--- src/tfp_pkg.sv ---
// shared types and constants of the thermal fan and peltier controller
package tfp_pkg;

  localparam int TempW    = 8;
  localparam int DutyW    = 8;
  localparam int CfgIdxW  = 3;
  localparam int ProdW    = 2 * DutyW;
  localparam int DivSteps = ProdW;
  localparam int StepCntW = $clog2(DivSteps);

  typedef logic signed [TempW-1:0] temp_t;
  typedef logic [DutyW-1:0]        duty_t;
  typedef logic [CfgIdxW-1:0]      cfg_idx_t;

  // register indexes
  localparam cfg_idx_t RegFanLowTemp       = 3'd0;
  localparam cfg_idx_t RegFanHighTemp      = 3'd1;
  localparam cfg_idx_t RegFanMinDuty       = 3'd2;
  localparam cfg_idx_t RegFanMaxDuty       = 3'd3;
  localparam cfg_idx_t RegOverheatTripTemp = 3'd4;
  localparam cfg_idx_t RegOverheatClrTemp  = 3'd5;
  localparam cfg_idx_t RegWaterOnTemp      = 3'd6;
  localparam cfg_idx_t RegWaterOffTemp     = 3'd7;

  // register reset values
  localparam temp_t RstFanLowTemp       = 8'sd30;
  localparam temp_t RstFanHighTemp      = 8'sd70;
  localparam duty_t RstFanMinDuty       = 8'd60;
  localparam duty_t RstFanMaxDuty       = 8'd255;
  localparam temp_t RstOverheatTripTemp = 8'sd70;
  localparam temp_t RstOverheatClrTemp  = 8'sd50;
  localparam temp_t RstWaterOnTemp      = 8'sd20;
  localparam temp_t RstWaterOffTemp     = 8'sd17;

  typedef struct packed {
    logic     en;
    cfg_idx_t idx;
    duty_t    data;
  } cfg_wr_t;

  typedef struct packed {
    logic capture;
    logic load;
    logic step;
    logic finish;
    logic chan_b;
    logic emit;
  } dp_cmd_t;

  typedef struct packed {
    duty_t fan_duty_a;
    duty_t fan_duty_b;
    logic  peltier_on_a;
    logic  peltier_on_b;
    logic  pump_on;
    logic  overheat_a;
    logic  overheat_b;
  } result_t;

endpackage

--- src/tfp_sample_if.sv ---
// input channel carrying one temperature sample per beat
interface tfp_sample_if;
  import tfp_pkg::*;

  logic  valid;
  logic  ready;
  temp_t water_temp;
  temp_t radiator_temp_a;
  temp_t radiator_temp_b;

  modport source (output valid, output water_temp, output radiator_temp_a,
                  output radiator_temp_b, input ready);
  modport sink (input valid, input water_temp, input radiator_temp_a,
                input radiator_temp_b, output ready);
endinterface

--- src/tfp_result_if.sv ---
// output channel carrying fan duties and enables per beat
interface tfp_result_if;
  import tfp_pkg::*;

  logic  valid;
  logic  ready;
  duty_t fan_duty_a;
  duty_t fan_duty_b;
  logic  peltier_on_a;
  logic  peltier_on_b;
  logic  pump_on;
  logic  overheat_a;
  logic  overheat_b;

  modport source (output valid, output fan_duty_a, output fan_duty_b,
                  output peltier_on_a, output peltier_on_b, output pump_on,
                  output overheat_a, output overheat_b, input ready);
  modport sink (input valid, input fan_duty_a, input fan_duty_b,
                input peltier_on_a, input peltier_on_b, input pump_on,
                input overheat_a, input overheat_b, output ready);
endinterface

--- src/tfp_cfg_if.sv ---
// configuration write channel
interface tfp_cfg_if;
  import tfp_pkg::*;

  logic     valid;
  logic     ready;
  cfg_idx_t index;
  duty_t    data;

  modport source (output valid, output index, output data, input ready);
  modport sink (input valid, input index, input data, output ready);
endinterface

--- src/tfp_ctrl.sv ---
// sequencer: accepts a sample, runs the shared divider for both channels, emits the result
module tfp_ctrl (
  input  logic            clk,
  input  logic            rst,
  input  logic            in_valid,
  output logic            in_ready,
  input  logic            out_ready,
  output logic            out_valid,
  output tfp_pkg::dp_cmd_t cmd
);
  import tfp_pkg::*;

  localparam logic [2:0] S_IDLE = 3'd0;
  localparam logic [2:0] S_LOAD = 3'd1;
  localparam logic [2:0] S_DIV  = 3'd2;
  localparam logic [2:0] S_FIN  = 3'd3;
  localparam logic [2:0] S_DONE = 3'd4;

  localparam logic [StepCntW-1:0] LastStep = StepCntW'(DivSteps - 1);

  logic [2:0]          state, state_next;
  logic                chan_b, chan_b_next;
  logic [StepCntW-1:0] step_cnt, step_cnt_next;
  logic                out_free;

  assign out_free = !out_valid || out_ready;
  assign in_ready = (state == S_IDLE);

  always_comb begin
    state_next    = state;
    chan_b_next   = chan_b;
    step_cnt_next = step_cnt;
    cmd           = '0;
    cmd.chan_b    = chan_b;
    case (state)
      S_IDLE: begin
        if (in_valid) begin
          cmd.capture = 1'b1;
          chan_b_next = 1'b0;
          state_next  = S_LOAD;
        end
      end
      S_LOAD: begin
        cmd.load      = 1'b1;
        step_cnt_next = '0;
        state_next    = S_DIV;
      end
      S_DIV: begin
        cmd.step      = 1'b1;
        step_cnt_next = step_cnt + 1'b1;
        if (step_cnt == LastStep) begin
          state_next = S_FIN;
        end
      end
      S_FIN: begin
        cmd.finish = 1'b1;
        if (chan_b) begin
          state_next = S_DONE;
        end else begin
          chan_b_next = 1'b1;
          state_next  = S_LOAD;
        end
      end
      S_DONE: begin
        if (out_free) begin
          cmd.emit   = 1'b1;
          state_next = S_IDLE;
        end
      end
      default: begin
        state_next = S_IDLE;
      end
    endcase
  end

  always_ff @(posedge clk) begin
    if (rst) begin
      state     <= S_IDLE;
      chan_b    <= 1'b0;
      step_cnt  <= '0;
      out_valid <= 1'b0;
    end else begin
      state    <= state_next;
      chan_b   <= chan_b_next;
      step_cnt <= step_cnt_next;
      if (cmd.emit) begin
        out_valid <= 1'b1;
      end else if (out_ready) begin
        out_valid <= 1'b0;
      end
    end
  end
endmodule

--- src/tfp_dp.sv ---
// datapath: config registers, hysteresis state, fan map with restoring divider, result register
module tfp_dp (
  input  logic              clk,
  input  logic              rst,
  input  tfp_pkg::cfg_wr_t  cfg_wr,
  input  tfp_pkg::temp_t    water_temp,
  input  tfp_pkg::temp_t    radiator_temp_a,
  input  tfp_pkg::temp_t    radiator_temp_b,
  input  tfp_pkg::dp_cmd_t  cmd,
  output tfp_pkg::result_t  res
);
  import tfp_pkg::*;

  temp_t fan_low_temp, fan_high_temp, trip_temp, clr_temp, water_on, water_off;
  duty_t fan_min_duty, fan_max_duty;

  logic  cooling_request, latch_a, latch_b;
  temp_t rad_a, rad_b;

  // per-channel map state
  logic [ProdW-1:0] quo;
  logic [DutyW:0]   rem;
  duty_t            divisor;
  logic             neg;
  logic             use_map;
  duty_t            fixed_duty;
  duty_t            duty_a, duty_b;

  // load-stage selection
  temp_t            rad_sel;
  logic             latch_sel;
  logic [TempW:0]   diff;
  logic [TempW:0]   span;
  logic             dneg;
  duty_t            dmag;
  logic             map_sel;
  duty_t            fixed_sel;

  // divider step
  logic [DutyW:0]   rem_sh;
  logic             fits;

  duty_t            duty_val;

  function automatic logic latch_upd(input logic cur, input temp_t rad,
                                     input temp_t trip, input temp_t clr);
    logic r;
    if (rad > trip) begin
      r = 1'b1;
    end else if (rad <= clr) begin
      r = 1'b0;
    end else begin
      r = cur;
    end
    return r;
  endfunction

  always_ff @(posedge clk) begin
    if (rst) begin
      fan_low_temp  <= RstFanLowTemp;
      fan_high_temp <= RstFanHighTemp;
      fan_min_duty  <= RstFanMinDuty;
      fan_max_duty  <= RstFanMaxDuty;
      trip_temp     <= RstOverheatTripTemp;
      clr_temp      <= RstOverheatClrTemp;
      water_on      <= RstWaterOnTemp;
      water_off     <= RstWaterOffTemp;
    end else if (cfg_wr.en) begin
      case (cfg_wr.idx)
        RegFanLowTemp:       fan_low_temp  <= temp_t'(cfg_wr.data);
        RegFanHighTemp:      fan_high_temp <= temp_t'(cfg_wr.data);
        RegFanMinDuty:       fan_min_duty  <= cfg_wr.data;
        RegFanMaxDuty:       fan_max_duty  <= cfg_wr.data;
        RegOverheatTripTemp: trip_temp     <= temp_t'(cfg_wr.data);
        RegOverheatClrTemp:  clr_temp      <= temp_t'(cfg_wr.data);
        RegWaterOnTemp:      water_on      <= temp_t'(cfg_wr.data);
        RegWaterOffTemp:     water_off     <= temp_t'(cfg_wr.data);
        default: ;
      endcase
    end
  end

  always_ff @(posedge clk) begin
    if (rst) begin
      cooling_request <= 1'b0;
      latch_a         <= 1'b0;
      latch_b         <= 1'b0;
    end else if (cmd.capture) begin
      if (water_temp >= water_on) begin
        cooling_request <= 1'b1;
      end else if (water_temp <= water_off) begin
        cooling_request <= 1'b0;
      end
      latch_a <= latch_upd(latch_a, radiator_temp_a, trip_temp, clr_temp);
      latch_b <= latch_upd(latch_b, radiator_temp_b, trip_temp, clr_temp);
    end
  end

  always_comb begin
    rad_sel   = cmd.chan_b ? rad_b : rad_a;
    latch_sel = cmd.chan_b ? latch_b : latch_a;
    diff      = {rad_sel[TempW-1], rad_sel} - {fan_low_temp[TempW-1], fan_low_temp};
    span      = {fan_high_temp[TempW-1], fan_high_temp}
              - {fan_low_temp[TempW-1], fan_low_temp};
    dneg      = fan_max_duty < fan_min_duty;
    dmag      = dneg ? (fan_min_duty - fan_max_duty) : (fan_max_duty - fan_min_duty);
    map_sel   = 1'b0;
    fixed_sel = fan_max_duty;
    if (latch_sel) begin
      fixed_sel = fan_max_duty;
    end else if (rad_sel < fan_low_temp) begin
      fixed_sel = '0;
    end else if (rad_sel > fan_high_temp) begin
      fixed_sel = fan_max_duty;
    end else if (fan_high_temp == fan_low_temp) begin
      fixed_sel = fan_min_duty;
    end else begin
      map_sel = 1'b1;
    end
  end

  assign rem_sh = {rem[DutyW-1:0], quo[ProdW-1]};
  assign fits   = rem_sh >= {1'b0, divisor};

  // truncation toward zero: magnitude quotient, sign applied afterwards
  assign duty_val = !use_map ? fixed_duty
                  : neg ? (fan_min_duty - quo[DutyW-1:0])
                  : (fan_min_duty + quo[DutyW-1:0]);

  always_ff @(posedge clk) begin
    if (cmd.capture) begin
      rad_a <= radiator_temp_a;
      rad_b <= radiator_temp_b;
    end
    if (cmd.load) begin
      quo        <= ProdW'(diff[DutyW-1:0]) * ProdW'(dmag);
      rem        <= '0;
      divisor    <= span[DutyW-1:0];
      neg        <= dneg;
      use_map    <= map_sel;
      fixed_duty <= fixed_sel;
    end else if (cmd.step) begin
      rem <= fits ? (rem_sh - {1'b0, divisor}) : rem_sh;
      quo <= {quo[ProdW-2:0], fits};
    end
    if (cmd.finish) begin
      if (cmd.chan_b) begin
        duty_b <= duty_val;
      end else begin
        duty_a <= duty_val;
      end
    end
    if (cmd.emit) begin
      res.fan_duty_a   <= duty_a;
      res.fan_duty_b   <= duty_b;
      res.peltier_on_a <= cooling_request && !latch_a;
      res.peltier_on_b <= cooling_request && !latch_b;
      res.pump_on      <= cooling_request && !(latch_a && latch_b);
      res.overheat_a   <= latch_a;
      res.overheat_b   <= latch_b;
    end
  end
endmodule

--- src/thermal_fan_peltier_controller.sv ---
// top level of the two-channel fan and peltier controller
// one sample at a time: both fan maps share one restoring divider, 16 steps per channel
// result is registered once both channels have finished, held in an output register until taken
// a new sample is accepted while an earlier result still waits on the output
// synchronous reset restores the register defaults and clears both overheat latches and the
// cooling request; no clearing pass is needed
module thermal_fan_peltier_controller (
  input  logic         clk,
  input  logic         rst,
  tfp_sample_if.sink   sample,
  tfp_result_if.source result,
  tfp_cfg_if.sink      cfg
);
  import tfp_pkg::*;

  dp_cmd_t cmd;
  cfg_wr_t cfg_wr;
  result_t res;

  assign cfg.ready   = 1'b1;
  assign cfg_wr.en   = cfg.valid;
  assign cfg_wr.idx  = cfg.index;
  assign cfg_wr.data = cfg.data;

  tfp_ctrl u_ctrl (
    .clk       (clk),
    .rst       (rst),
    .in_valid  (sample.valid),
    .in_ready  (sample.ready),
    .out_ready (result.ready),
    .out_valid (result.valid),
    .cmd       (cmd)
  );

  tfp_dp u_dp (
    .clk             (clk),
    .rst             (rst),
    .cfg_wr          (cfg_wr),
    .water_temp      (sample.water_temp),
    .radiator_temp_a (sample.radiator_temp_a),
    .radiator_temp_b (sample.radiator_temp_b),
    .cmd             (cmd),
    .res             (res)
  );

  assign result.fan_duty_a   = res.fan_duty_a;
  assign result.fan_duty_b   = res.fan_duty_b;
  assign result.peltier_on_a = res.peltier_on_a;
  assign result.peltier_on_b = res.peltier_on_b;
  assign result.pump_on      = res.pump_on;
  assign result.overheat_a   = res.overheat_a;
  assign result.overheat_b   = res.overheat_b;
endmodule
--- src/flat_wrapper.sv ---
// flat-port wrapper written by rule: the top's interface ports become plain ports
module thermal_fan_peltier_controller_flat import tfp_pkg::*;
  (clk, rst, sample_valid, sample_water_temp, sample_radiator_temp_a, sample_radiator_temp_b, sample_ready, result_valid, result_fan_duty_a, result_fan_duty_b, result_peltier_on_a, result_peltier_on_b, result_pump_on, result_overheat_a, result_overheat_b, result_ready, cfg_valid, cfg_index, cfg_data, cfg_ready);
  tfp_sample_if sample_i ();
  tfp_result_if result_i ();
  tfp_cfg_if cfg_i ();
  input  logic clk;
  input  logic rst;
  input wire logic [$bits(sample_i.valid)-1:0] sample_valid;
  input wire logic [$bits(sample_i.water_temp)-1:0] sample_water_temp;
  input wire logic [$bits(sample_i.radiator_temp_a)-1:0] sample_radiator_temp_a;
  input wire logic [$bits(sample_i.radiator_temp_b)-1:0] sample_radiator_temp_b;
  output wire logic [$bits(sample_i.ready)-1:0] sample_ready;
  output wire logic [$bits(result_i.valid)-1:0] result_valid;
  output wire logic [$bits(result_i.fan_duty_a)-1:0] result_fan_duty_a;
  output wire logic [$bits(result_i.fan_duty_b)-1:0] result_fan_duty_b;
  output wire logic [$bits(result_i.peltier_on_a)-1:0] result_peltier_on_a;
  output wire logic [$bits(result_i.peltier_on_b)-1:0] result_peltier_on_b;
  output wire logic [$bits(result_i.pump_on)-1:0] result_pump_on;
  output wire logic [$bits(result_i.overheat_a)-1:0] result_overheat_a;
  output wire logic [$bits(result_i.overheat_b)-1:0] result_overheat_b;
  input wire logic [$bits(result_i.ready)-1:0] result_ready;
  input wire logic [$bits(cfg_i.valid)-1:0] cfg_valid;
  input wire logic [$bits(cfg_i.index)-1:0] cfg_index;
  input wire logic [$bits(cfg_i.data)-1:0] cfg_data;
  output wire logic [$bits(cfg_i.ready)-1:0] cfg_ready;
  assign sample_i.valid = sample_valid;
  assign sample_i.water_temp = sample_water_temp;
  assign sample_i.radiator_temp_a = sample_radiator_temp_a;
  assign sample_i.radiator_temp_b = sample_radiator_temp_b;
  assign sample_ready = sample_i.ready;
  assign result_valid = result_i.valid;
  assign result_fan_duty_a = result_i.fan_duty_a;
  assign result_fan_duty_b = result_i.fan_duty_b;
  assign result_peltier_on_a = result_i.peltier_on_a;
  assign result_peltier_on_b = result_i.peltier_on_b;
  assign result_pump_on = result_i.pump_on;
  assign result_overheat_a = result_i.overheat_a;
  assign result_overheat_b = result_i.overheat_b;
  assign result_i.ready = result_ready;
  assign cfg_i.valid = cfg_valid;
  assign cfg_i.index = cfg_index;
  assign cfg_i.data = cfg_data;
  assign cfg_ready = cfg_i.ready;
  thermal_fan_peltier_controller u_core (.clk(clk), .rst(rst), .sample(sample_i), .result(result_i), .cfg(cfg_i));
endmodule
--- config.mk ---
export PLATFORM = sky130hd
export DESIGN_NAME = thermal_fan_peltier_controller_flat
export DESIGN_NICKNAME = d
export VERILOG_FILES = /design/src/tfp_pkg.sv /design/src/tfp_sample_if.sv /design/src/tfp_result_if.sv /design/src/tfp_cfg_if.sv /design/src/tfp_ctrl.sv /design/src/tfp_dp.sv /design/src/thermal_fan_peltier_controller.sv /design/src/flat_wrapper.sv
export SDC_FILE = /design/constraint.sdc
export NUM_CORES = 1
export LEC_CHECK = 0
export ABC_AREA = 1
export BUFFER_PORTS_ARGS = -buffer_cell sky130_fd_sc_hd__buf_4
export CAP_MARGIN = 25
export CELL_PAD_IN_SITES_DETAIL_PLACEMENT = 1
export CELL_PAD_IN_SITES_GLOBAL_PLACEMENT = 2
export CORE_MARGIN = 10
export CORE_UTILIZATION = 41
export CTS_CLUSTER_SIZE = 8
export DETAILED_ROUTE_END_ITERATION = 10
export PLACE_DENSITY_LB_ADDON = 0.1
export SYNTH_ARGS = -nofsm -noshare
export SYNTH_HDL_FRONTEND = slang
export SYNTH_SLANG_ARGS = --single-unit
--- constraint.sdc ---
create_clock -name clk -period 14.35 [get_ports clk]
set_clock_uncertainty 0.15 [all_clocks]
set_input_delay 0 -clock clk [delete_from_list [all_inputs] [get_ports clk]]
set_output_delay 0 -clock clk [all_outputs]
set_load 0.005 [all_outputs]
Yosys cells after proc, flatten, opt, wreduce, memory -nomap -nowiden
Index checks and enable logic that the tools add are counted.
{ "word_totals": {"wordCells": 138, "ff_bits": 171, "input_bits": 40} }
{ "op_classes": {"mux": 36, "mul": 1, "n_addsub": 8, "n_eq_ne": 16, "bitwise": 1, "reduce_logical": 34, "order_cmp": 10} }
{ "op_table": {"columns": ["op", "n"], "rows": [
  ["8-bit two-way mux", 9],
  ["8-bit subtractor", 6],
  ["16-bit two-way mux", 2],
  ["2-bit AND reduction", 14],
  ["8-bit > comparator", 3],
  ["8-bit <= comparator", 3],
  ["1-bit two-way mux", 18],
  ["8-bit < comparator", 2],
  ["8-bit by 8-bit multiplier with 16-bit output", 1],
  ["3-bit == test, second input constant", 5],
  ["3-bit case mux with 5 select lines", 1],
  ["2-bit nonzero test", 7],
  ["3-bit by 2-bit == test with 1-bit output, second input constant", 4],
  ["3-bit two-way mux", 4],
  ["9-bit by 8-bit >= comparator with 1-bit output", 1],
  ["8-bit adder", 1],
  ["8-bit == test", 1],
  ["8-bit >= comparator", 1],
  ["4-bit case mux with 2 select lines", 1],
  ["3-bit by 1-bit == test with 1-bit output, second input constant", 2],
  ["3-bit logical NOT", 2],
  ["2-bit != test, second input constant", 3],
  ["4-bit by 1-bit adder with 4-bit output, second input constant", 1],
  ["4-bit == test, second input constant", 1],
  ["7 further kinds", 13]
]} }

Longest topological paths before layout
{ "depth": {"depth_word": 5, "ltp_mapped": 30, "mapped_depth_nobuf": 30} }

Cells and area by module
Synthesis repeated with hierarchy kept, for this count alone.
{ "unflattened": {"hier_cells": 1460, "hier_area_um2": 12140.4} }
{ "modules_own_cells": {"columns": ["module", "instances", "cells_per_inst", "seq_area_each_um2", "area_each_um2"], "rows": [
  ["tfp_dp", 1, 1391, 4113.9, 11668.7],
  ["tfp_ctrl", 1, 67, 180.2, 460.4],
  ["thermal_fan_peltier_controller", 1, 2, 0.0, 11.3]
]} }

Least setup slack after synthesis
No wires, ideal clock.
{ "synth_path": {"path_type": "register to register", "startpoint": "register u_core.u_ctrl.chan_b", "endpoint": "register u_core.u_dp.quo[8] (data pin)", "t_arrival_ns": 5.478, "path_stages_with_launch": 24, "n_path_buf": 1, "setup_slack_ns": 8.468, "cell_sequence": "dfxtp_1 buf_1 mux2i_1 ha_1 inv_1 fa_1 a31o_2 xor2_1 inv_1 nand3_1 fa_1 fa_1 inv_1 fa_1 inv_1 fa_1 inv_1 ha_1 a21oi_1 a21boi_1 inv_1 or2_1 nand3_1 nand2_1"} }
{ "synth_via": {"elab_chain_len": 4} }
{ "synth_lines": {"columns": ["element", "line", "source"], "rows": [
  ["start, declared", "tfp_ctrl.sv:22", "logic chan_b, chan_b_next;"],
  ["start signal, assigned", "tfp_ctrl.sv:84", "chan_b <= chan_b_next;"],
  ["8-bit two-way mux", "tfp_dp.sv:100", "rad_sel = cmd.chan_b ? rad_b : rad_a;"],
  ["8-bit subtractor", "tfp_dp.sv:102", "diff = {rad_sel[TempW-1], rad_sel} - {fan_low_temp[TempW-1], fan_low_temp};"],
  ["8-bit by 8-bit multiplier with 16-bit output", "tfp_dp.sv:136", "quo <= ProdW'(diff[DutyW-1:0]) * ProdW'(dmag);"],
  ["16-bit two-way mux", "tfp_dp.sv:135", "if (cmd.load) begin"],
  ["end signal, assigned", "tfp_dp.sv:136", null],
  ["end signal, assigned", "tfp_dp.sv:144", "quo <= {quo[ProdW-2:0], fits};"],
  ["end, declared", "tfp_dp.sv:21", "logic [ProdW-1:0] quo;"]
]} }
Every way passes these cells.
A chain may end at the register's enable or synchronous reset.

Worst setup path after layout
Ends and elaborated chain as after synthesis.

==> results.txt <==
CTS Sinks = 171
Slew Limit Fails = 0
Kind of critical path = reg -> reg
Vias/cell = 5.08
Clk buf depth = 2
Hold Path Class = in -> reg
1st-pass router iterations = 4
Synth Warn # = 0
Netlist Area Pre-Place = 12,200 µm²
Largest net degree at the start of global routing = 66
Port-buffer cells = 62
Max VDD drop = 0.000132 V
Antenna Cells = 0
Remaining global-route overflow = 0
Dpl hpwl = 27,900 µm
XOR/XNOR share of the synthesized area = 0.0250
Crit-path slowest cell = dfxtp_1
All-Layer GR Usage = 0.197
Filler cells = 3,620
Num ports = 64
Least-Margin Pin Slew = 0.935 ns
Yosys top cell area share = 0.214
Core Area = 29,600 µm²
Required time worst endpoint = 14.40 ns
Largest area contributor in the netlist = edfxtp_1
Clock root cell = clkbuf_16
Hold path endpoint = u_core.u_dp.cooling_request
Clock Latency Late Sink = 0.45 ns
Proportion of synthesized area in mux cells = 0.00809
Yosys cell types = 58
Ys async rst share = 0
Post-synth EDFFs = 87
Most frequent cells in the layout = 321 x nand2_1, 221 x inv_1, 139 x ha_1
Die W = 193 µm
R2r endpoint = u_core.u_dp.quo[8]
Final setup viols = 0
Fmax = 0.152 GHz
Crit Path Max Fanout = 12
Arrival @ worst endpoint = 6.64 ns
Avg WL per Cell = 17.8 µm
Largest family of logic cells by synthesized area = adder cells
Cts repair resizes = 0
Most common cell after layout, fill and taps aside = nand2_1
H-tree levels = 4
GPL Wtd Cong = 0.860
Worst-path cell chain = mux2i_1 -> ha_1 -> inv_1 -> fa_1 -> a31o_2 -> xor2_1 -> inv_1 -> nand3_1 -> fa_1 -> fa_1 -> inv_1 -> fa_1 -> inv_1 -> fa_1 -> inv_1 -> ha_1 -> a21oi_1 -> a21boi_1 -> inv_1 -> or2_1 -> nand3_1 -> nand2_1
Outcome = complete, no violations
Crit path capture type = flop
Fin Setup TNS = 0 ns
Initial antenna violation count = 0
Post-DRT Antenna Nets = 0
Global-route wire length before repair = 57,400 µm
Adder-cell area share of the yosys netlist = 0.211
Worst R2R Setup Slack = 7.77 ns
Fin crit period = 6.58 ns
Die Y = 193 µm
Final period util = 0.459
Share of cells above drive strength 1 = 0.109
Post-synthesis compound-gate area fraction = 0.118
Starting DRT DRC Count = 526
Sequential element share of the synthesized area = 0.351
Hold_sp = sample_water_temp[7]
Final Hold Vio Count = 0
Remaining routing DRC violations = 0
Post-Synthesis Cells = 1,477
Worst Hold Depth = 6
Num CTS Buffers = 17
Die ar. = 37,100 µm²
Crit-path max cell delay = 0.71 ns
CP Launch Type = flop
Final WL = 35,200 µm
Unrepaired setup endpoints after global routing = false
Reg-to-reg critical path startpoint = u_core.u_ctrl.chan_b
PD cells = 186 nW/µm²
Initial Utilization = 0.414
Worst-path clk slew = 0.08 ns
P&R area growth vs syn = 15.2%
P_leak = 6.64 nW
Max Cap Viol = 0
Rows = 63
Synth top area cells = edfxtp_1 21%, ha_1 14%, dfxtp_1 14%
Synth Area in Simple Gates = 0.203
Vias in the first global route = 10,700
Post CTS Setup Buffer Count = 0
Nets = 1,797
Post-Syn Nets = 1,698
Seq cells post-synth = 171
Total chip power = 2.62 mW
TritonCTS clock tree = built
Syn_area_per_cell = 8.28 µm²
Worst slew margin = 0.374
Worst Reg-to-Reg Cells = 22
Most frequent CP cell = inv_1
Ys flop type = edfxtp_1
Vias = 10,000
-- where the power goes --
| part | switching (mW) | internal, mW |
|---|---|---|
| Combinational | 0.959 | 0.557 |
| Clock | 0.230 | 0.249 |
| Sequential | 0.0344 | 0.590 |
| Total | 1.22 | 1.40 |
-- cells in the mapped netlist, types with 10 or more instances --
| library cell | n |
|---|---|
| o211ai_1 | 28 |
| nor3_1 | 13 |
| ha_1 | 139 |
| nor2_1 | 117 |
| fa_1 | 42 |
| dfxtp_1 | 84 |
| nand2_1 | 321 |
| edfxtp_1 | 87 |
| xor2_1 | 20 |
| nand4_1 | 20 |
| inv_2 | 10 |
| nand2_2 | 12 |
| nor2_2 | 13 |
| inv_1 | 221 |
| clkbuf_1 | 11 |
| o21ai_0 | 70 |
| o21ai_1 | 19 |
| xnor2_1 | 13 |
| a21oi_1 | 98 |
| nand3_1 | 50 |
-- registers in the layout (all words and copies together) (netlist names), 3 cells and up --
signal / count
u_core.u_dp.trip_temp: 8
u_core.u_dp.fan_low_temp: 8
u_core.u_dp.fan_max_duty: 8
u_core.u_dp.fan_high_temp: 8
u_core.u_dp.quo: 16
u_core.u_dp.fan_min_duty: 8
u_core.u_dp.rad_a: 8
u_core.u_dp.fixed_duty: 8
u_core.u_ctrl.state: 3
u_core.u_dp.clr_temp: 8
u_core.u_dp.rem: 8
u_core.u_dp.water_off: 8
u_core.u_dp.water_on: 8
u_core.u_dp.duty_a: 8
u_core.u_ctrl.step_cnt: 4
u_core.u_dp.duty_b: 8
u_core.u_dp.res: 21
u_core.u_dp.divisor: 8
u_core.u_dp.rad_b: 8
-- cell families (layout without fill, tap and decap cells) --
logic type,Yosys count,count (layout)
muxes,9,9
adders and majority gates,181,181
xor gates and xnor gates,34,34
other,1,1
DFF,171,171
buffers and inverters,259,371
and+or+nand+nor,572,572
AOI/OAI and AO/OA,250,250
-- area by class of cell --
type / instances / area, µm² / share of cell area
clock buffer: 17 / 425 / 0.0302
clock inverter: 15 / 183 / 0.0130
inverter: 234 / 881 / 0.0626
multi-input combinational: 1047 / 6920 / 0.492
sequential: 171 / 4290 / 0.305
tap: 390 / 488 / 0.0347
timing repair buffer: 105 / 883 / 0.0627
-- critical path, delay by kind of cell, from the launching register on --
| family | cells | cell delay [ns] |
|---|---|---|
| adder cells (fa/ha/maj) | 7 | 2.98 |
| flip-flops | 1 | 0.71 |
| AO/OA/AOI/OAI | 3 | 0.71 |
| XOR/XNOR | 1 | 0.52 |
| AND/OR/NAND/NOR | 4 | 0.46 |
| buffers and inverters | 6 | 0.43 |
| multiplexers | 1 | 0.38 |
-- per-layer routing --
metal  global-route usage  wire [µm]
met2                0.336      17000
met4               0.0614        737
met1                0.252      16700
met3               0.0278        791
met5                    0          0
-- worst max-delay path by stage --
stage | from | end | slack, ns | cells after the start
floorplan | u_core.u_ctrl.chan_b | u_core.u_dp.quo[8] | 8.47 | 23
global placement | u_core.u_ctrl.chan_b | u_core.u_dp.quo[8] | 8.06 | 22
detailed placement | u_core.u_ctrl.chan_b | u_core.u_dp.quo[8] | 7.84 | 22
CTS | u_core.u_ctrl.chan_b | u_core.u_dp.quo[8] | 7.79 | 22
global route | u_core.u_ctrl.chan_b | u_core.u_dp.quo[8] | 7.35 | 22
finish | u_core.u_ctrl.chan_b | u_core.u_dp.quo[8] | 7.77 | 22
-- stage by stage --
stage | utilization | cells | hold WS, ns | worst slack, ns | area [µm²]
floorplan | - | 1477 | -0.0511 | 8.47 | 12200
global placement | 0.443 | 1908 | 0.0570 | 8.06 | 13100
detailed placement | 0.443 | 1908 | 0.0501 | 7.84 | 13100
CTS | 0.476 | 1978 | 0.0971 | 7.79 | 14100
global route | 0.476 | 1979 | 0.133 | 7.35 | 14100
finish | 0.476 | 1979 | 0.0957 | 7.77 | 14100
-- what timing repair did --
| action | 4_1_cts | 5_1_grt |
|---|---|---|
| endpoints found under the hold margin | 90 | 0 |
| hold buffers | 38 | 0 |
| setup endpoints to repair | 0 | 0 |
(Power assumes the default switching activity.)
